**config.mk**
```make
export PLATFORM = sky130hd
export DESIGN_NAME = des_key_schedule
export DESIGN_NICKNAME = d
export VERILOG_FILES = /design/src/design/des_ks_pkg.sv /design/src/design/des_ks_round.sv /design/src/design/des_key_schedule.sv
export SDC_FILE = /design/constraint.sdc
export NUM_CORES = 1
export LEC_CHECK = 0
export ABC_AREA = 1
export BUFFER_PORTS_ARGS = -buffer_cell sky130_fd_sc_hd__buf_2
export CAP_MARGIN = 20
export CORE_ASPECT_RATIO = 2
export CORE_MARGIN = 3
export CORE_UTILIZATION = 44
export DETAILED_ROUTE_END_ITERATION = 12
export PLACE_DENSITY_LB_ADDON = 0.05
export REMOVE_ABC_BUFFERS = 1
export SLEW_MARGIN = 40
export SYNTH_ARGS = -nofsm -noshare
export SYNTH_HDL_FRONTEND = slang
export SYNTH_SLANG_ARGS = --single-unit
```
**constraint.sdc**
```tcl
create_clock -name clk -period 5.85 [get_ports clk]
set_input_delay 0.8775 -clock clk [delete_from_list [all_inputs] [get_ports clk]]
set_output_delay 0.8775 -clock clk [all_outputs]
set_load 0.01 [all_outputs]
```
**src/design/des_ks_pkg.sv**
```systemverilog
`timescale 1ns / 1ps

package des_ks_pkg;

  localparam int HalfW   = 28;
  localparam int CdW     = 56;
  localparam int KeyW    = 64;
  localparam int SubkeyW = 48;
  localparam int RoundW  = 4;
  localparam int SlotW   = 2;
  localparam int OutDataW = 56;

  localparam logic [RoundW-1:0] LastRound = 4'd15;
  localparam logic [SlotW-1:0]  MiddleSlot = 2'd1;
  localparam logic [SlotW-1:0]  OuterSum   = 2'd2;

  typedef enum logic [1:0] {
    REG_DECRYPT_MODE = 2'd0,
    REG_TRIPLE_MODE  = 2'd1
  } des_ks_reg_t;

  // Control for one round: direction, the unrotated first decrypt round,
  // and a shift of two places rather than one.
  typedef struct packed {
    logic dec;
    logic first;
    logic two;
  } des_ks_rot_t;

  localparam logic [5:0] PC1_TAB [CdW] = '{
    6'd57, 6'd49, 6'd41, 6'd33, 6'd25, 6'd17, 6'd9,  6'd1,
    6'd58, 6'd50, 6'd42, 6'd34, 6'd26, 6'd18, 6'd10, 6'd2,
    6'd59, 6'd51, 6'd43, 6'd35, 6'd27, 6'd19, 6'd11, 6'd3,
    6'd60, 6'd52, 6'd44, 6'd36, 6'd63, 6'd55, 6'd47, 6'd39,
    6'd31, 6'd23, 6'd15, 6'd7,  6'd62, 6'd54, 6'd46, 6'd38,
    6'd30, 6'd22, 6'd14, 6'd6,  6'd61, 6'd53, 6'd45, 6'd37,
    6'd29, 6'd21, 6'd13, 6'd5,  6'd28, 6'd20, 6'd12, 6'd4
  };

  localparam logic [5:0] PC2_TAB [SubkeyW] = '{
    6'd14, 6'd17, 6'd11, 6'd24, 6'd1,  6'd5,  6'd3,  6'd28,
    6'd15, 6'd6,  6'd21, 6'd10, 6'd23, 6'd19, 6'd12, 6'd4,
    6'd26, 6'd8,  6'd16, 6'd7,  6'd27, 6'd20, 6'd13, 6'd2,
    6'd41, 6'd52, 6'd31, 6'd37, 6'd47, 6'd55, 6'd30, 6'd40,
    6'd51, 6'd45, 6'd33, 6'd48, 6'd44, 6'd49, 6'd39, 6'd56,
    6'd34, 6'd53, 6'd46, 6'd42, 6'd50, 6'd36, 6'd29, 6'd32
  };

  // Bit r is set where round r shifts by two places.
  localparam logic [15:0] SHIFT_TWO = 16'b0111_1110_1111_1100;

  function automatic logic [CdW-1:0] pc1(input logic [KeyW-1:0] key);
    logic [CdW-1:0] r;
    r = '0;
    for (int i = 0; i < CdW; i++) begin
      r[CdW-1-i] = key[KeyW - int'(PC1_TAB[i])];
    end
    return r;
  endfunction

  function automatic logic [SubkeyW-1:0] pc2(input logic [CdW-1:0] cd);
    logic [SubkeyW-1:0] r;
    r = '0;
    for (int j = 0; j < SubkeyW; j++) begin
      r[SubkeyW-1-j] = cd[CdW - int'(PC2_TAB[j])];
    end
    return r;
  endfunction

endpackage

```
**src/design/des_ks_round.sv**
```systemverilog
`timescale 1ns / 1ps

module des_ks_round (
  input  logic [des_ks_pkg::HalfW-1:0]   c,
  input  logic [des_ks_pkg::HalfW-1:0]   d,
  input  des_ks_pkg::des_ks_rot_t        ctrl,
  output logic [des_ks_pkg::HalfW-1:0]   c_rot,
  output logic [des_ks_pkg::HalfW-1:0]   d_rot,
  output logic [des_ks_pkg::SubkeyW-1:0] subkey
);

  function automatic logic [des_ks_pkg::HalfW-1:0] rot(
    input logic [des_ks_pkg::HalfW-1:0] v,
    input des_ks_pkg::des_ks_rot_t      k
  );
    logic [des_ks_pkg::HalfW-1:0] r;
    r = v;
    if (!k.dec) begin
      r = k.two ? {v[25:0], v[27:26]} : {v[26:0], v[27]};
    end else if (!k.first) begin
      r = k.two ? {v[1:0], v[27:2]} : {v[0], v[27:1]};
    end
    return r;
  endfunction

  assign c_rot  = rot(c, ctrl);
  assign d_rot  = rot(d, ctrl);
  assign subkey = des_ks_pkg::pc2({c_rot, d_rot});

endmodule

```
**src/design/des_key_schedule.sv**
```systemverilog
`timescale 1ns / 1ps

// Channel  Direction  Handshake             Payload
// in_      slave      in_tvalid/in_tready   tdata key, tuser key_slot
// out_     master     out_tvalid/out_tready tdata subkey+round, tuser out_slot, tlast
// cfg_     slave      cfg_valid/cfg_ready   cfg_index, cfg_data
//
// A key yields sixteen subkeys, one per cycle while the output is not stalled, so a new
// key waits until the last round; the round counter stepping the C and D half registers paces it.
// The next key is taken in the cycle the sixteenth subkey enters the output register.
// A stalled output freezes the round counter; configuration writes are always taken.
// Reset is synchronous and active low and clears the control registers only.

module des_key_schedule (
  input  logic                               clk,
  input  logic                               rst_n,
  input  logic                               in_tvalid,
  output logic                               in_tready,
  input  logic [des_ks_pkg::KeyW-1:0]        in_tdata,   // key
  input  logic [des_ks_pkg::SlotW-1:0]       in_tuser,   // key_slot
  output logic                               out_tvalid,
  input  logic                               out_tready,
  output logic [des_ks_pkg::OutDataW-1:0]    out_tdata,  // subkey, round, zero fill
  output logic [des_ks_pkg::SlotW-1:0]       out_tuser,  // out_slot
  output logic                               out_tlast,
  input  logic                               cfg_valid,
  output logic                               cfg_ready,
  input  logic [1:0]                         cfg_index,
  input  logic                               cfg_data
);

  logic decrypt_mode_r, triple_mode_r;

  logic                              busy_r;
  logic [des_ks_pkg::RoundW-1:0]     round_r;
  logic [des_ks_pkg::HalfW-1:0]      c_r, d_r;
  logic                              dec_r;
  logic [des_ks_pkg::SlotW-1:0]      slot_r;

  logic                              out_valid_r;
  logic [des_ks_pkg::SubkeyW-1:0]    out_subkey_r;
  logic [des_ks_pkg::RoundW-1:0]     out_round_r;
  logic [des_ks_pkg::SlotW-1:0]      out_slot_r;
  logic                              out_last_r;

  logic                              advance, in_xfer, at_last;
  logic                              dec_nxt;
  logic [des_ks_pkg::SlotW-1:0]      slot_nxt;
  logic [des_ks_pkg::CdW-1:0]        cd_nxt;
  des_ks_pkg::des_ks_rot_t           rot_ctrl;
  logic [des_ks_pkg::HalfW-1:0]      c_rot, d_rot;
  logic [des_ks_pkg::SubkeyW-1:0]    subkey;

  assign cfg_ready = 1'b1;

  assign advance   = busy_r && (!out_valid_r || out_tready);
  assign at_last   = (round_r == des_ks_pkg::LastRound);
  assign in_tready = !busy_r || (advance && at_last);
  assign in_xfer   = in_tvalid && in_tready;

  always_comb begin
    cd_nxt = des_ks_pkg::pc1(in_tdata);
    if (triple_mode_r) begin
      dec_nxt  = (in_tuser == des_ks_pkg::MiddleSlot) ? !decrypt_mode_r : decrypt_mode_r;
      slot_nxt = decrypt_mode_r ? des_ks_pkg::OuterSum - in_tuser : in_tuser;
    end else begin
      dec_nxt  = decrypt_mode_r;
      slot_nxt = '0;
    end
  end

  assign rot_ctrl.dec   = dec_r;
  assign rot_ctrl.first = (round_r == '0);
  assign rot_ctrl.two   = des_ks_pkg::SHIFT_TWO[round_r];

  des_ks_round u_round (
    .c      (c_r),
    .d      (d_r),
    .ctrl   (rot_ctrl),
    .c_rot  (c_rot),
    .d_rot  (d_rot),
    .subkey (subkey)
  );

  always_ff @(posedge clk) begin
    if (!rst_n) begin
      decrypt_mode_r <= 1'b0;
      triple_mode_r  <= 1'b0;
    end else if (cfg_valid && cfg_ready) begin
      case (cfg_index)
        des_ks_pkg::REG_DECRYPT_MODE: decrypt_mode_r <= cfg_data;
        des_ks_pkg::REG_TRIPLE_MODE:  triple_mode_r  <= cfg_data;
        default: ;
      endcase
    end
  end

  always_ff @(posedge clk) begin
    if (!rst_n) begin
      busy_r  <= 1'b0;
      round_r <= '0;
    end else if (in_xfer) begin
      busy_r  <= 1'b1;
      round_r <= '0;
    end else if (advance) begin
      busy_r  <= !at_last;
      round_r <= round_r + 1'b1;
    end
  end

  always_ff @(posedge clk) begin
    if (in_xfer) begin
      c_r    <= cd_nxt[des_ks_pkg::CdW-1:des_ks_pkg::HalfW];
      d_r    <= cd_nxt[des_ks_pkg::HalfW-1:0];
      dec_r  <= dec_nxt;
      slot_r <= slot_nxt;
    end else if (advance) begin
      c_r <= c_rot;
      d_r <= d_rot;
    end
  end

  always_ff @(posedge clk) begin
    if (!rst_n) begin
      out_valid_r <= 1'b0;
    end else if (advance) begin
      out_valid_r <= 1'b1;
    end else if (out_tready) begin
      out_valid_r <= 1'b0;
    end
  end

  always_ff @(posedge clk) begin
    if (advance) begin
      out_subkey_r <= subkey;
      out_round_r  <= round_r;
      out_slot_r   <= slot_r;
      out_last_r   <= at_last;
    end
  end

  assign out_tvalid = out_valid_r;
  assign out_tdata  = {{(des_ks_pkg::OutDataW - des_ks_pkg::SubkeyW - des_ks_pkg::RoundW){1'b0}},
                       out_round_r, out_subkey_r};
  assign out_tuser  = out_slot_r;
  assign out_tlast  = out_last_r;

endmodule

```
==> flow_summary.json <==
{
  "outcome": "completed",
  "worst_pin_slew_ns": 0.787,
  "tns_ns": 0,
  "end_kind": "flip-flop",
  "htreeDepth": 4,
  "rows": 64,
  "fin_crit_ns": 2.63,
  "synth-edff-count": 114,
  "whs_ns": 0.425,
  "ys_async_sr_fraction_pct": 0,
  "relSlewSlack_pct": 47.4,
  "die_y_um": 184,
  "drive_above_1_share_pct": 24.7,
  "antenna_left": 0,
  "path_class": "primary input to flip-flop",
  "final_util_pct": 52.7,
  "ys_types": 33,
  "finalCritPeriodShare_pct": 44.9,
  "syn_to_final_growth_pct": 16.7,
  "cp_max_fo": 64,
  "r2r_end": "c_r[12]",
  "rrSetupSlack_ns": 3.28,
  "synth_area_mm2": 0.00698,
  "cts_setup_buffers": 0,
  "cts_buffers": 17,
  "dieArea_mm2": 0.0175,
  "clock_path_buffers": 2,
  "synth_top_area_cell": "edfxtp_1",
  "wl_per_cell_um": 16.0,
  "cts.sinks": 123,
  "cts_resized": 0,
  "drt_iter0_drc": 334,
  "antenna_found_initial": 0,
  "pin_count": 136,
  "powerDensity_mw_per_mm2": 320,
  "wl_mm": 17.9,
  "path_clk_slew_ns": 0.06,
  "grt-ovfl-total": 0,
  "clk_latency_ns": 0.41,
  "whs_endpoint": "out_tuser[1]",
  "grt_pass1_vias": 6037,
  "io_buffer_count": 122,
  "grt_max_degree": 123,
  "hold_buffers": 0,
  "reg2reg_depth": 7,
  "hpwl_mm": 11.5,
  "nets": 984,
  "hold_depth": 0,
  "cp.required_ns": 6.01,
  "gp_congestion": 0.840,
  "drc": 0,
  "arrival_ns": 2.79,
  "synth_area_leaders": "edfxtp_1 49%, nand2_1 17%, o21ai_0 7.5%, o211ai_2 5.4%, inv_1 4.1%",
  "postSynthCellCount": 808,
  "grt_setup_unrepaired": "no",
  "grt_pass1_wl_mm": 28.0,
  "final_max_slew_viol_count": 0,
  "grt_usage_pct": 20.9,
  "skew_ns": 0.0114,
  "dr_total_vias": 5849,
  "fin_cells": 1118,
  "synth_seq_cells": 123,
  "drtPass1Iterations": 6,
  "ir_worst_vdd_uv": 192,
  "leakage_nw": 3.59,
  "tritoncts": "yes",
  "initial_core_util_pct": 45.2,
  "r2r-start": "dec_r",
  "die_x_um": 95.0,
  "critPathLaunchType": "primary input",
  "ys_warn_count": 0,
  "hp-class": "flip-flop to flip-flop",
  "core_area_mm2": 0.0155,
  "antenna_cells": 0,
  "via_per_inst": 5.23,
  "timing.fmax_mhz": 380,
  "synth_top_area_share_pct": 49.1,
  "synth_seq_area_share_pct": 51.6,
  "dp.cells": 1086,
  "drv_cap": 0,
  "final-hold-violation-count": 0,
  "hold_start": "slot_r[1]",
  "synthFlopType": "edfxtp_1",
  "setup_viol": 0,
  "cts_root_buffer": "clkbuf_16",
  "syn_avg_cell_area_um2": 8.64
}
per-stage QoR:
stage          total power, mW  instance area (um^2)  worst slack, ns
2_1_floorplan             1.49                  6680             1.40
5_1_grt                   2.73                  8140             3.11
3_5_place_dp              1.66                  7600             2.41
4_1_cts                   2.63                  8130             2.84
3_3_place_gp              1.64                  7590             2.45
6_report                  2.60                  8140             3.22
critical path: stages:
cell	delay (ns)
buf_2	0.10
inv_1	0.10
nand2_1	0.12
nand2_1	0.10
nand2_2	0.11
nand2_8	0.35
clkinv_4	0.60
nand2_1	0.28
nand2_1	0.07
routing by layer:
| metal | GRT usage (%) | routed length [um] | vias up |
|---|---|---|---|
| met1 | 20.2 | 6550 | 2770 |
| li1 | - | - | 2885 |
| met2 | 40.7 | 10200 | 162 |
| met4 | 9.66 | 426 | 0 |
| met3 | 4.08 | 795 | 32 |
| met5 | 0 | 0 | - |
placed cells by master (no fill, tap or decap), types with 6 or more instances in the layout:
master	netlist	final
nand2_1	318	317
nand2_2	32	33
o21ai_1	7	8
nand3_1	6	6
buf_2	16	122
o211ai_1	18	18
a22o_1	6	6
dfxtp_1	9	8
edfxtp_1	114	114
a21oi_1	9	8
clkbuf_16	0	17
o21ai_0	104	103
inv_1	76	76
o211ai_2	30	30
worst max path at each step:
stage	startpoint	end	slack (ns)	depth (start not counted)
global route	out_tready	c_r[25]	3.11	9
floorplan	out_tready	rot_ctrl[0]	1.40	7
CTS	out_tready	c_r[25]	2.84	9
global placement	out_tready	c_r[25]	2.45	9
detailed placement	out_tready	c_r[25]	2.41	9
finish	out_tready	c_r[25]	3.22	9
registers in the layout, indices dropped and copies added, names as in the netlist, 2 cells and up:
register / cells
out_subkey_r: 48
slot_r: 2
out_round_r: 4
round_r: 4
d_r: 28
out_tuser: 2
c_r: 28
layout make-up:
cell class | count | area [um^2]
clock buffers | 23 | 458
clock inverters | 9 | 73.8
fillers | 1471 | 7310
inverters | 81 | 314
multi-input cells | 557 | 2790
flip-flops and latches | 123 | 3610
well taps | 198 | 248
repair buffers | 127 | 652
logic make-up after synthesis:
logic type | share of synthesized area, %
buffers and inverters | 8.86
other | 0.108
XOR/XNOR | 0.126
AO/OA/AOI/OAI | 17.0
flip-flops | 51.6
AND/OR/NAND/NOR | 21.8
adder cells (fa/ha/maj) | 0.538
synth_stat cells (6+ instances only):
| cell type | number |
|---|---|
| buf_2 | 16 |
| o211ai_2 | 30 |
| edfxtp_1 | 114 |
| o21ai_1 | 7 |
| nand2_2 | 32 |
| buf_4 | 11 |
| o21ai_0 | 104 |
| clkbuf_1 | 16 |
| o211ai_1 | 18 |
| inv_1 | 76 |
| nand2_1 | 318 |
| a21oi_1 | 9 |
| dfxtp_1 | 9 |
| a22o_1 | 6 |
| nand3_1 | 6 |
power by group:
group	internal, mW	total (mW)	switching [mW]
registers	1.11	1.15	0.0478
clock network	0.589	0.960	0.371
logic	0.167	0.489	0.323
No activity file was read; power rests on OpenSTA's default activity.
